## src/nmea_time_date_extractor_top_assert.svh

```systemverilog
// Assertion macros shared by the extractor modules.
`ifndef NMEA_TIME_DATE_EXTRACTOR_TOP_ASSERT_SVH
`define NMEA_TIME_DATE_EXTRACTOR_TOP_ASSERT_SVH

// Check cons in the same cycle as ante.
`define NTE_ASSERT_NOW(lbl, clk, rst, ante, cons, msg) \
   lbl: assert property (@(posedge clk) disable iff (rst) (ante) |-> (cons)) else $error(msg);

// Check cons in the cycle after ante.
`define NTE_ASSERT_NEXT(lbl, clk, rst, ante, cons, msg) \
   lbl: assert property (@(posedge clk) disable iff (rst) (ante) |=> (cons)) else $error(msg);

`endif

```

## src/nte_pkg.sv

```systemverilog
package nte_pkg;

   typedef logic [7:0] byte_type;

   localparam int SENTENCE_BOUND_DEFAULT = 128;
   localparam int HEADER_LEN             = 6;
   localparam int DIGIT_COUNT            = 6;
   localparam int GGA_TIME_FIRST         = 7;
   localparam int RMC_DATE_FIRST         = 53;
   localparam int RMC_LAT_POS            = 30;
   localparam int RMC_LON_POS            = 44;

   localparam logic [4:0]  ZONE_OFFSET_RESET = 5'd8;
   localparam logic [11:0] YEAR_BASE         = 12'd2000;
   localparam int          HOURS_PER_DAY     = 24;
   localparam int          MONTHS_PER_YEAR   = 12;
   localparam int          RECIP_24          = 171;
   localparam int          RECIP_SHIFT       = 12;

   localparam byte_type ASCII_DOLLAR = 8'h24;
   localparam byte_type ASCII_LF     = 8'h0A;
   localparam byte_type ASCII_ZERO   = 8'h30;

   localparam logic [39:0] TAG_GGA = "GPGGA";
   localparam logic [39:0] TAG_RMC = "GPRMC";
   localparam logic [39:0] TAG_GLL = "GPGLL";

   localparam byte_type MONTH_FEB = 8'd2;
   localparam byte_type MONTH_APR = 8'd4;
   localparam byte_type MONTH_JUN = 8'd6;
   localparam byte_type MONTH_SEP = 8'd9;
   localparam byte_type MONTH_NOV = 8'd11;

   // Two-digit years within 2000..2255 that are century years but not leap.
   localparam byte_type YEAR_CENTURY_A = 8'd100;
   localparam byte_type YEAR_CENTURY_B = 8'd200;

   typedef struct packed {
      byte_type gmt_hour;
      byte_type utc_minute;
      byte_type utc_second;
      byte_type gmt_year;
      byte_type gmt_month;
      byte_type utc_day;
      byte_type lat_hemisphere;
      byte_type lon_hemisphere;
   } rec_type;

   typedef struct packed {
      rec_type     utc;
      byte_type    local_hour;
      byte_type    local_day;
      byte_type    local_month;
      logic [11:0] local_year;
   } out_type;

   function automatic byte_type two_digits(input byte_type hi, input byte_type lo);
      byte_type h;
      byte_type l;
      h = hi - ASCII_ZERO;
      l = lo - ASCII_ZERO;
      return byte_type'({h, 3'b000} + {h, 1'b0} + l);
   endfunction

   function automatic logic [4:0] month_days(input byte_type month, input byte_type yr);
      logic leap;
      logic [4:0] days;
      leap = (yr[1:0] == 2'b00) && (yr != YEAR_CENTURY_A) && (yr != YEAR_CENTURY_B);
      case (month) inside
         MONTH_FEB:                                  days = leap ? 5'd29 : 5'd28;
         MONTH_APR, MONTH_JUN, MONTH_SEP, MONTH_NOV: days = 5'd30;
         default:                                    days = 5'd31;
      endcase
      return days;
   endfunction

endpackage

```

## src/nmea_time_date_extractor_top.sv

```systemverilog
// Channel  | Handshake           | Payload
// req      | req_valid/req_stall | req_rx_byte
// rsp      | rsp_valid/rsp_stall | rsp_utc_*, rsp_gmt_*, rsp_local_*, rsp_*_hemisphere
// csr      | csr_valid/csr_ready | csr_zone_offset_hours
//
// One byte per cycle while req_stall is low; a taken GLL newline yields a record.
// Path: input byte register, sentence capture into the record register, local time into
// the output register; the local-hour wrap uses a constant reciprocal multiply.
// Reset is synchronous; it clears capture state but the input byte, and sets the offset to 8.
// rsp_stall backs up through the three registers to req_stall only when all of them hold data.
`include "nmea_time_date_extractor_top_assert.svh"

module nmea_time_date_extractor_top #(
   parameter int SentenceBound = nte_pkg::SENTENCE_BOUND_DEFAULT
) (
   input  logic              clock,
   input  logic              reset,
   input  logic              req_valid,
   output logic              req_stall,
   input  nte_pkg::byte_type req_rx_byte,
   output logic              rsp_valid,
   input  logic              rsp_stall,
   output nte_pkg::byte_type rsp_gmt_hour,
   output nte_pkg::byte_type rsp_utc_minute,
   output nte_pkg::byte_type rsp_utc_second,
   output nte_pkg::byte_type rsp_gmt_year,
   output nte_pkg::byte_type rsp_gmt_month,
   output nte_pkg::byte_type rsp_utc_day,
   output nte_pkg::byte_type rsp_local_hour,
   output nte_pkg::byte_type rsp_local_day,
   output nte_pkg::byte_type rsp_local_month,
   output logic [11:0]       rsp_local_year,
   output nte_pkg::byte_type rsp_lat_hemisphere,
   output nte_pkg::byte_type rsp_lon_hemisphere,
   input  logic              csr_valid,
   output logic              csr_ready,
   input  logic [4:0]        csr_zone_offset_hours
);
   import nte_pkg::*;

   logic [4:0] zone_offset_ff, zone_offset_in;
   logic       rec_valid;
   logic       rec_adv;
   rec_type    rec;
   out_type    out_data;

   assign csr_ready      = 1'b1;
   assign zone_offset_in = (csr_valid && csr_ready) ? csr_zone_offset_hours : zone_offset_ff;

   always_ff @(posedge clock) begin
      if (reset) begin
         zone_offset_ff <= ZONE_OFFSET_RESET;
      end else begin
         zone_offset_ff <= zone_offset_in;
      end
   end

   nte_parser #(
      .SentenceBound(SentenceBound)
   ) u_parser (
      .clock      (clock),
      .reset      (reset),
      .req_valid  (req_valid),
      .req_stall  (req_stall),
      .req_rx_byte(req_rx_byte),
      .rec_valid  (rec_valid),
      .rec_adv    (rec_adv),
      .rec        (rec)
   );

   nte_calendar u_calendar (
      .clock      (clock),
      .reset      (reset),
      .rec_valid  (rec_valid),
      .rec_adv    (rec_adv),
      .rec        (rec),
      .zone_offset(zone_offset_ff),
      .out_valid  (rsp_valid),
      .out_stall  (rsp_stall),
      .out_data   (out_data)
   );

   assign rsp_gmt_hour       = out_data.utc.gmt_hour;
   assign rsp_utc_minute     = out_data.utc.utc_minute;
   assign rsp_utc_second     = out_data.utc.utc_second;
   assign rsp_gmt_year       = out_data.utc.gmt_year;
   assign rsp_gmt_month      = out_data.utc.gmt_month;
   assign rsp_utc_day        = out_data.utc.utc_day;
   assign rsp_local_hour     = out_data.local_hour;
   assign rsp_local_day      = out_data.local_day;
   assign rsp_local_month    = out_data.local_month;
   assign rsp_local_year     = out_data.local_year;
   assign rsp_lat_hemisphere = out_data.utc.lat_hemisphere;
   assign rsp_lon_hemisphere = out_data.utc.lon_hemisphere;

   `NTE_ASSERT_NOW(a_local_hour_range, clock, reset, rsp_valid, rsp_local_hour < 8'(HOURS_PER_DAY), "local hour not below 24")
   `NTE_ASSERT_NOW(a_local_year_carry, clock, reset, rsp_valid, (rsp_local_year == YEAR_BASE + {4'b0, rsp_gmt_year}) || (rsp_local_year == YEAR_BASE + {4'b0, rsp_gmt_year} + 12'd1), "local year off by more than one")

endmodule

```

## src/nte_parser.sv

```systemverilog
`include "nmea_time_date_extractor_top_assert.svh"

module nte_parser #(
   parameter int SentenceBound = nte_pkg::SENTENCE_BOUND_DEFAULT
) (
   input  logic              clock,
   input  logic              reset,
   input  logic              req_valid,
   output logic              req_stall,
   input  nte_pkg::byte_type req_rx_byte,
   output logic              rec_valid,
   input  logic              rec_adv,
   output nte_pkg::rec_type  rec
);
   import nte_pkg::*;

   logic     byte_valid_ff, byte_valid_in;
   byte_type byte_ff, byte_in;
   logic [7:0] pos_ff, pos_in;
   byte_type header_ff [HEADER_LEN];
   byte_type header_in [HEADER_LEN];
   byte_type gga_ff [DIGIT_COUNT];
   byte_type gga_in [DIGIT_COUNT];
   byte_type rmc_ff [DIGIT_COUNT];
   byte_type rmc_in [DIGIT_COUNT];
   byte_type lat_cap_ff, lat_cap_in;
   byte_type lon_cap_ff, lon_cap_in;
   logic     gga_done_ff, gga_done_in;
   logic     rmc_done_ff, rmc_done_in;
   rec_type  rec_ff, rec_in;
   logic     rec_valid_ff, rec_valid_in;

   logic       s2_adv;
   logic       s1_adv;
   logic       consume;
   logic [7:0] pos_eff;
   logic       hdr_dollar;
   logic [39:0] hdr_tag;
   logic       is_gga;
   logic       is_rmc;
   logic       is_gll;
   logic       is_lf;
   logic       in_header;
   logic       is_record;

   assign s2_adv    = !rec_valid_ff || rec_adv;
   assign s1_adv    = !byte_valid_ff || s2_adv;
   assign consume   = byte_valid_ff && s2_adv;
   assign req_stall = !s1_adv;

   assign pos_eff    = (byte_ff == ASCII_DOLLAR) ? 8'd0 : pos_ff;
   assign in_header  = pos_eff < 8'(HEADER_LEN);
   assign hdr_dollar = header_ff[0] == ASCII_DOLLAR;
   assign hdr_tag    = {header_ff[1], header_ff[2], header_ff[3], header_ff[4], header_ff[5]};
   assign is_gga     = hdr_dollar && (hdr_tag == TAG_GGA);
   assign is_rmc     = hdr_dollar && (hdr_tag == TAG_RMC);
   assign is_gll     = hdr_dollar && (hdr_tag == TAG_GLL);
   assign is_lf      = byte_ff == ASCII_LF;
   assign is_record  = !in_header && !is_gga && !is_rmc && is_gll && is_lf;

   always_comb begin
      pos_in      = pos_ff;
      header_in   = header_ff;
      gga_in      = gga_ff;
      rmc_in      = rmc_ff;
      lat_cap_in  = lat_cap_ff;
      lon_cap_in  = lon_cap_ff;
      gga_done_in = gga_done_ff;
      rmc_done_in = rmc_done_ff;
      rec_in      = rec_ff;
      if (consume) begin
         if (in_header) begin
            header_in[pos_eff[2:0]] = byte_ff;
            pos_in = pos_eff + 8'd1;
         end else if (is_gga || is_rmc) begin
            if (pos_eff < 8'(SentenceBound)) begin
               for (int k = 0; k < DIGIT_COUNT; k++) begin
                  if (is_gga && pos_eff == 8'(GGA_TIME_FIRST + k)) begin
                     gga_in[k] = byte_ff;
                  end
                  if (is_rmc && pos_eff == 8'(RMC_DATE_FIRST + k)) begin
                     rmc_in[k] = byte_ff;
                  end
               end
               if (is_rmc && pos_eff == 8'(RMC_LAT_POS)) begin
                  lat_cap_in = byte_ff;
               end
               if (is_rmc && pos_eff == 8'(RMC_LON_POS)) begin
                  lon_cap_in = byte_ff;
               end
               if (is_lf) begin
                  if (is_gga) begin
                     gga_done_in = 1'b1;
                  end else begin
                     rmc_done_in = 1'b1;
                  end
               end else begin
                  pos_in = pos_eff + 8'd1;
               end
            end
         end else if (is_record) begin
            if (gga_done_ff) begin
               gga_done_in       = 1'b0;
               rec_in.gmt_hour   = two_digits(gga_ff[0], gga_ff[1]);
               rec_in.utc_minute = two_digits(gga_ff[2], gga_ff[3]);
               rec_in.utc_second = two_digits(gga_ff[4], gga_ff[5]);
            end
            if (rmc_done_ff) begin
               rmc_done_in           = 1'b0;
               rec_in.utc_day        = two_digits(rmc_ff[0], rmc_ff[1]);
               rec_in.gmt_month      = two_digits(rmc_ff[2], rmc_ff[3]);
               rec_in.gmt_year       = two_digits(rmc_ff[4], rmc_ff[5]);
               rec_in.lat_hemisphere = lat_cap_ff;
               rec_in.lon_hemisphere = lon_cap_ff;
            end
         end
      end
   end

   assign byte_valid_in = s1_adv ? req_valid : byte_valid_ff;
   assign byte_in       = (s1_adv && req_valid) ? req_rx_byte : byte_ff;
   assign rec_valid_in  = s2_adv ? (consume && is_record) : rec_valid_ff;

   always_ff @(posedge clock) begin
      byte_ff <= byte_in;
      if (reset) begin
         byte_valid_ff <= 1'b0;
         pos_ff        <= '0;
         header_ff     <= '{default: '0};
         gga_ff        <= '{default: '0};
         rmc_ff        <= '{default: '0};
         lat_cap_ff    <= '0;
         lon_cap_ff    <= '0;
         gga_done_ff   <= 1'b0;
         rmc_done_ff   <= 1'b0;
         rec_ff        <= '0;
         rec_valid_ff  <= 1'b0;
      end else begin
         byte_valid_ff <= byte_valid_in;
         pos_ff        <= pos_in;
         header_ff     <= header_in;
         gga_ff        <= gga_in;
         rmc_ff        <= rmc_in;
         lat_cap_ff    <= lat_cap_in;
         lon_cap_ff    <= lon_cap_in;
         gga_done_ff   <= gga_done_in;
         rmc_done_ff   <= rmc_done_in;
         rec_ff        <= rec_in;
         rec_valid_ff  <= rec_valid_in;
      end
   end

   assign rec_valid = rec_valid_ff;
   assign rec       = rec_ff;

   `NTE_ASSERT_NOW(a_pos_bound, clock, reset, 1'b1, pos_ff <= 8'(SentenceBound), "position past bound")
   `NTE_ASSERT_NEXT(a_marks_cleared, clock, reset, consume && is_record, !gga_done_ff && !rmc_done_ff, "record left a done mark set")
   `NTE_ASSERT_NEXT(a_rec_only_on_record, clock, reset, s2_adv && !(consume && is_record), !rec_valid_ff, "record beat without GLL newline")

endmodule

```

## src/nte_calendar.sv

```systemverilog
module nte_calendar (
   input  logic             clock,
   input  logic             reset,
   input  logic             rec_valid,
   output logic             rec_adv,
   input  nte_pkg::rec_type rec,
   input  logic [4:0]       zone_offset,
   output logic             out_valid,
   input  logic             out_stall,
   output nte_pkg::out_type out_data
);
   import nte_pkg::*;

   logic    out_valid_ff, out_valid_in;
   out_type out_ff, out_in;

   logic [8:0]  hour_sum;
   logic [15:0] hour_prod;
   logic [3:0]  hour_quot;
   logic [8:0]  hour_rem;
   logic        day_wrap;
   logic [4:0]  mdays;
   logic [8:0]  day_next;
   logic [8:0]  month_next;
   logic        day_roll;
   logic        year_roll;

   assign rec_adv = !out_valid_ff || !out_stall;

   assign hour_sum   = {1'b0, rec.gmt_hour} + {4'b0, zone_offset};
   assign hour_prod  = 16'(hour_sum) * 16'(RECIP_24);
   assign hour_quot  = hour_prod[RECIP_SHIFT +: 4];
   assign hour_rem   = hour_sum - (9'({hour_quot, 4'b0000}) + 9'({hour_quot, 3'b000}));
   assign day_wrap   = hour_sum >= 9'(HOURS_PER_DAY);
   assign mdays      = month_days(rec.gmt_month, rec.gmt_year);
   assign day_next   = {1'b0, rec.utc_day} + 9'd1;
   assign month_next = {1'b0, rec.gmt_month} + 9'd1;
   assign day_roll   = day_wrap && (day_next > {4'b0, mdays});
   assign year_roll  = day_roll && (month_next > 9'(MONTHS_PER_YEAR));

   always_comb begin
      out_in.utc        = rec;
      out_in.local_hour = day_wrap ? hour_rem[7:0] : hour_sum[7:0];
      out_in.local_day  = !day_wrap ? rec.utc_day : (day_roll ? 8'd1 : day_next[7:0]);
      if (year_roll) begin
         out_in.local_month = 8'd1;
      end else if (day_roll) begin
         out_in.local_month = month_next[7:0];
      end else begin
         out_in.local_month = rec.gmt_month;
      end
      out_in.local_year = YEAR_BASE + {4'b0, rec.gmt_year} + {11'b0, year_roll};
   end

   assign out_valid_in = rec_adv ? rec_valid : out_valid_ff;

   always_ff @(posedge clock) begin
      if (rec_adv && rec_valid) begin
         out_ff <= out_in;
      end
      if (reset) begin
         out_valid_ff <= 1'b0;
      end else begin
         out_valid_ff <= out_valid_in;
      end
   end

   assign out_valid = out_valid_ff;
   assign out_data  = out_ff;

endmodule
```

## config.mk

```make
export PLATFORM = sky130hd
export DESIGN_NAME = nmea_time_date_extractor_top
export DESIGN_NICKNAME = d
export VERILOG_FILES = /design/src/nte_pkg.sv /design/src/nmea_time_date_extractor_top.sv /design/src/nte_parser.sv /design/src/nte_calendar.sv
export VERILOG_INCLUDE_DIRS = /design/src /design/src/src
export SDC_FILE = /design/constraint.sdc
export NUM_CORES = 1
export LEC_CHECK = 0
export BUFFER_PORTS_ARGS = -buffer_cell sky130_fd_sc_hd__buf_2
export CAP_MARGIN = 20
export CELL_PAD_IN_SITES_DETAIL_PLACEMENT = 1
export CELL_PAD_IN_SITES_GLOBAL_PLACEMENT = 1
export CORE_MARGIN = 1
export CORE_UTILIZATION = 42
export CTS_CLUSTER_SIZE = 12
export DETAILED_ROUTE_END_ITERATION = 7
export HOLD_SLACK_MARGIN = 0.06
export PLACE_DENSITY = 0.7
export SYNTH_ARGS = -nofsm -noshare
export SYNTH_HDL_FRONTEND = slang
export SYNTH_SLANG_ARGS = --single-unit
```

## constraint.sdc

```tcl
create_clock -name clock -period 11.1 [get_ports clock]
set_input_delay 1.11 -clock clock [delete_from_list [all_inputs] [get_ports clock]]
set_output_delay 1.11 -clock clock [all_outputs]
set_load 0.05 [all_outputs]
```

==> tab_implementation.tex <==
\begin{tabular}{lr}
\hline
Metric & Value \\
\hline
\multicolumn{2}{l}{\textbf{Clock network}} \\
\quad Clock buffer count from CTS & 40 \\
\quad Deepest clock path buffer count & 3 \\
\quad Cts-stage hold buffer count & 0 \\
\quad Sinks on Clock Net & 344 \\
\quad Clock slew at the register clock pins of the worst setup and hold paths & 0.06 ns \\
\quad Clock insertion delay at the later pin of the skew report & 0.54 ns \\
\quad Root Buffer & sky130\_fd\_sc\_hd\_\_clkbuf\_16 \\
\quad Setup Fix Bufs, Post-CTS & 0 \\
\quad Max H-tree Level & 2 \\
\quad CTS-repair resized insts & 0 \\
\quad Clock tree from TritonCTS & built \\
\multicolumn{2}{l}{\textbf{GRT}} \\
\quad Global routing met1 resource utilization & 25.53\% \\
\quad Met2 Track Usage GR & 33.33\% \\
\quad Most Used Layer, Global Route & met2 \\
\quad GR Util met3 & 3.141\% \\
\quad Largest net degree at the start of global routing & 139 \\
\quad Antenna violations before repair & 0 \\
\quad Total routing usage reported by global routing & 19.54\% \\
\quad Remaining Overflow, GRT & 0 \\
\quad Via count of the first global-routing pass & 12490 \\
\quad Global-route wire length before repair & 65.12 mm \\
\multicolumn{2}{l}{\textbf{Detailed routing}} \\
\quad Number of DRC markers in iteration 0 & 371 \\
\quad Overall routed net length & 39.80 mm \\
\quad Final routed DRC violation total & 0 \\
\quad Total iterations of the first detailed-routing run & 5 \\
\quad Vias/cell & 5.164 \\
\quad Average wire per standard cell & 17.31 um \\
\quad Total vias in the final route & 11870 \\
\quad Antenna violation net count after detailed routing & 0 \\
\multicolumn{2}{l}{\textbf{Placement}} \\
\quad Cell Area, Placed & 18220 um\^{}2 \\
\quad Post-placement worst setup slack & 3.114 ns \\
\quad Final RePlAce weighted congestion & 0.8167 \\
\quad Count of buffers from port buffering & 119 \\
\quad Placed Instances & 2226 \\
\quad Detailed Place HPWL & 27.20 mm \\
\multicolumn{2}{l}{\textbf{Yosys}} \\
\quad Synthesis-stage register bit count & 344 \\
\quad Cells after synthesis & 1654 \\
\quad Async S/R FF share, synth & 0\% \\
\quad Number of library cell types mapped by synthesis & 74 \\
\quad Post-Syn Nets & 1861 \\
\quad Synth warnings & 0 \\
\quad Area fraction in and, or, nand and nor cells after synthesis & 13.78\% \\
\quad Proportion of synthesized chip area in sequential cells & 46.31\% \\
\quad Mean Syn Cell Area & 10.40 um\^{}2 \\
\quad Post-synthesis compound-gate area fraction & 6.829\% \\
\quad Fraction of synthesized cell area in xor and xnor cells & 3.614\% \\
\quad Prevailing post-synth register cell & sky130\_fd\_sc\_hd\_\_dfxtp\_1 \\
\quad Cell area after synthesis & 17210 um\^{}2 \\
\quad Number of flops mapped to enable cells by yosys & 108 \\
\quad Combinational family with the most area after synthesis & adder cells \\
\quad Share of cell area taken by muxes after synthesis & 8.610\% \\
\quad Adder-cell share of the synthesized area & 15.85\% \\
\multicolumn{2}{l}{\textbf{Timing}} \\
\quad Final worst path period share & 71.67\% \\
\quad Final worst path period need & 7.955 ns \\
\quad Final setup viols & 0 \\
\quad Normalized max-slew margin & 23.71\% \\
\quad PnR worst setup slack & 3.145 ns \\
\quad Fin. Hold Viols & 0 \\
\quad Worst Max-Slew Pin Slew & 1.144 ns \\
\quad Setup\_tns & 0 ns \\
\quad Worst-case clock skew & 0.02167 ns \\
\quad Unrepaired setup endpoints after global routing & false \\
\quad Peak Freq & 0.1257 GHz \\
\quad Worst slack on hold paths & 0.4286 ns \\
\quad Slew Limit Fails & 0 \\
\multicolumn{2}{l}{\textbf{Floorplan}} \\
\quad Starting density of the core & 42.91\% \\
\quad DIE HEIGHT & 204.4 um \\
\quad Die footprint & 41780 um\^{}2 \\
\quad Ports & 121 \\
\quad Die Width & 204.4 um \\
\quad Core box area & 40100 um\^{}2 \\
\quad Standard-cell row count & 73 \\
\multicolumn{2}{l}{\textbf{Outcome}} \\
\quad Result of the run & complete, no violations \\
\multicolumn{2}{l}{\textbf{Finish}} \\
\quad Number of fill cells in the layout & 4419 \\
\quad Most common cell after layout, fill and taps aside & sky130\_fd\_sc\_hd\_\_dfxtp\_1 \\
\quad Area added between synthesis and finish & 13.32\% \\
\quad Diode insertion count for antenna repair & 0 \\
\quad Final Instance Area & 19500 um\^{}2 \\
\quad Post-layout instance count excluding filler cells & 2299 \\
\quad Ratio of cells with drive above 1 in the final layout & 12.12\% \\
\quad Area of combinational cells with multiple inputs & 8412 um\^{}2 \\
\quad Area used by sequential logic in the layout & 7968 um\^{}2 \\
\quad Layout net count & 1951 \\
\quad Top library cells by usage in the layout, fill and taps aside & 236 x sky130\_fd\_sc\_hd\_\_dfxtp\_1, 196 x sky130\_fd\_sc\_hd\_\_nor2\_1, 157 x sky130\_fd\_sc\_hd\_\_nand2\_1 \\
\multicolumn{2}{l}{\textbf{Flow run}} \\
\quad Reported max-cap violation count & 0 \\
\multicolumn{2}{l}{\textbf{Critical path}} \\
\quad Critical path buffers and inverters & 6 \\
\quad Most common cell type on the critical path & sky130\_fd\_sc\_hd\_\_inv\_1 \\
\quad Delay of the slowest critical-path stage & 0.55 ns \\
\quad Standard cell with the maximum stage delay on the critical path & sky130\_fd\_sc\_hd\_\_fa\_1 \\
\quad Type of the setup path with the least slack & reg -> reg \\
\quad Required time of the critical path & 11.38 ns \\
\quad Endpoint type of the worst setup path & register \\
\quad CP Data Arrival Time & 8.24 ns \\
\quad CP startpoint kind & register \\
\quad Family of cells with the greatest summed delay on the critical path & adder cells \\
\quad Largest fanout on the critical path & 5 \\
\multicolumn{2}{l}{\textbf{Worst hold path}} \\
\quad Worst hold-check path type & reg -> reg \\
\multicolumn{2}{l}{\textbf{Power}} \\
\quad Peak VDD IR & 0.00009945 V \\
\quad Power per cell area & 136.8 nW/um\^{}2 \\
\quad Leakage component of the power & 8.742 nW \\
\hline
\end{tabular}
metal layers:
| metal | vias to the layer above | share of wire [%] | wire [um] |
|---|---|---|---|
| met3 | 54 | 3.5 | 1404 |
| li1 | 5797 | - | - |
| met1 | 5838 | 47 | 18530 |
| met2 | 182 | 48 | 19130 |
| met5 | - | 0 | 0 |
| met4 | 0 | 1.8 | 733 |
final timing paths:
path | startpoint | endpoint | cells after the start | slack, ns
setup / recovery | u_parser.rec[56] | u_calendar.out_data[35] | 34 | 3.14
hold / removal | u_parser.rec[14] | u_calendar.out_data[50] | 0 | 0.43
setup reg to reg | u_parser.rec[56] | u_calendar.out_data[35] | 34 | 3.14
hold reg to reg | u_parser.rec[14] | u_calendar.out_data[50] | 0 | 0.43
cell usage after synthesis (all sizes together) (3+ instances only):
cell type	count	area [um^2]
a211o	4	35.03
a211oi	16	120.1
a21o	16	120.1
a21oi	97	489.2
a31oi	5	31.28
and2	18	112.6
and3	7	43.79
buf	24	131.4
clkbuf	58	219.0
dfxtp	236	4725
edfxtp	108	3243
fa	47	940.9
ha	142	1777
inv	134	503.0
mux2i	148	1481
nand2	159	611.8
nand2b	3	18.77
nand3	24	135.1
nand3b	3	22.52
nand4	10	81.33
nand4b	4	35.03
nor2	197	742.0
nor2b	9	56.30
nor3	10	55.05
nor3b	6	45.04
nor4	10	107.6
nor4b	4	50.05
nor4bb	8	80.08
o21a	5	37.54
o21ai	22	110.1
o21bai	4	30.03
o31ai	5	37.54
or2	3	18.77
or3	3	18.77
or4	4	33.78
xnor2	63	551.8
xor2	8	70.07
registers in the layout, indices dropped and copies added, names as in the netlist, 5 cells and up:
register / flops
u_parser.lat_cap_ff: 8
u_parser.byte_ff: 8
u_parser.hdr_tag: 40
zone_offset_ff: 5
u_parser.lon_cap_ff: 8
u_parser.rmc_ff: 45
u_parser.rec: 64
u_parser.gga_ff: 45
u_parser.header_ff: 8
u_calendar.out_data: 100
u_parser.pos_ff: 8
per-stage QoR:
| stage | power, mW | utilization (%) |
|---|---|---|
| global placement | 1.441 | 45.43 |
| floorplan | 1.407 | - |
| finish | 2.668 | 48.62 |
| detailed placement | 1.448 | 45.43 |
| global route | 2.770 | 48.62 |
| CTS | 2.707 | 48.55 |
layout make-up:
| type | count | area share [%] |
|---|---|---|
| Timing Repair Buffer | 130 | 3.613 |
| Multi-Input combinational cell | 1094 | 43.15 |
| Sequential cell | 344 | 40.87 |
| Tap cell | 525 | 3.369 |
| Inverter | 134 | 2.580 |
| Clock buffer | 61 | 6.116 |
| Clock inverter | 11 | 0.3080 |
logic make-up (layout without fill, tap and decap cells):
logic type	count (synthesis)	in the layout
AOI/OAI and AO/OA	191	191
adders and majority gates	190	190
buffers and inverters	216	336
and+or+nand+nor	492	492
DFF	344	344
xor gates and xnor gates	71	71
muxes	148	148
other	2	2
power by group:
part           leakage [nW]  internal, mW  switching, mW
sequential             3.08          1.30         0.0111
clock                 0.622         0.740          0.509
combinational          5.04        0.0358         0.0739
total                  8.74          2.07          0.594
(Power assumes the default switching activity.)
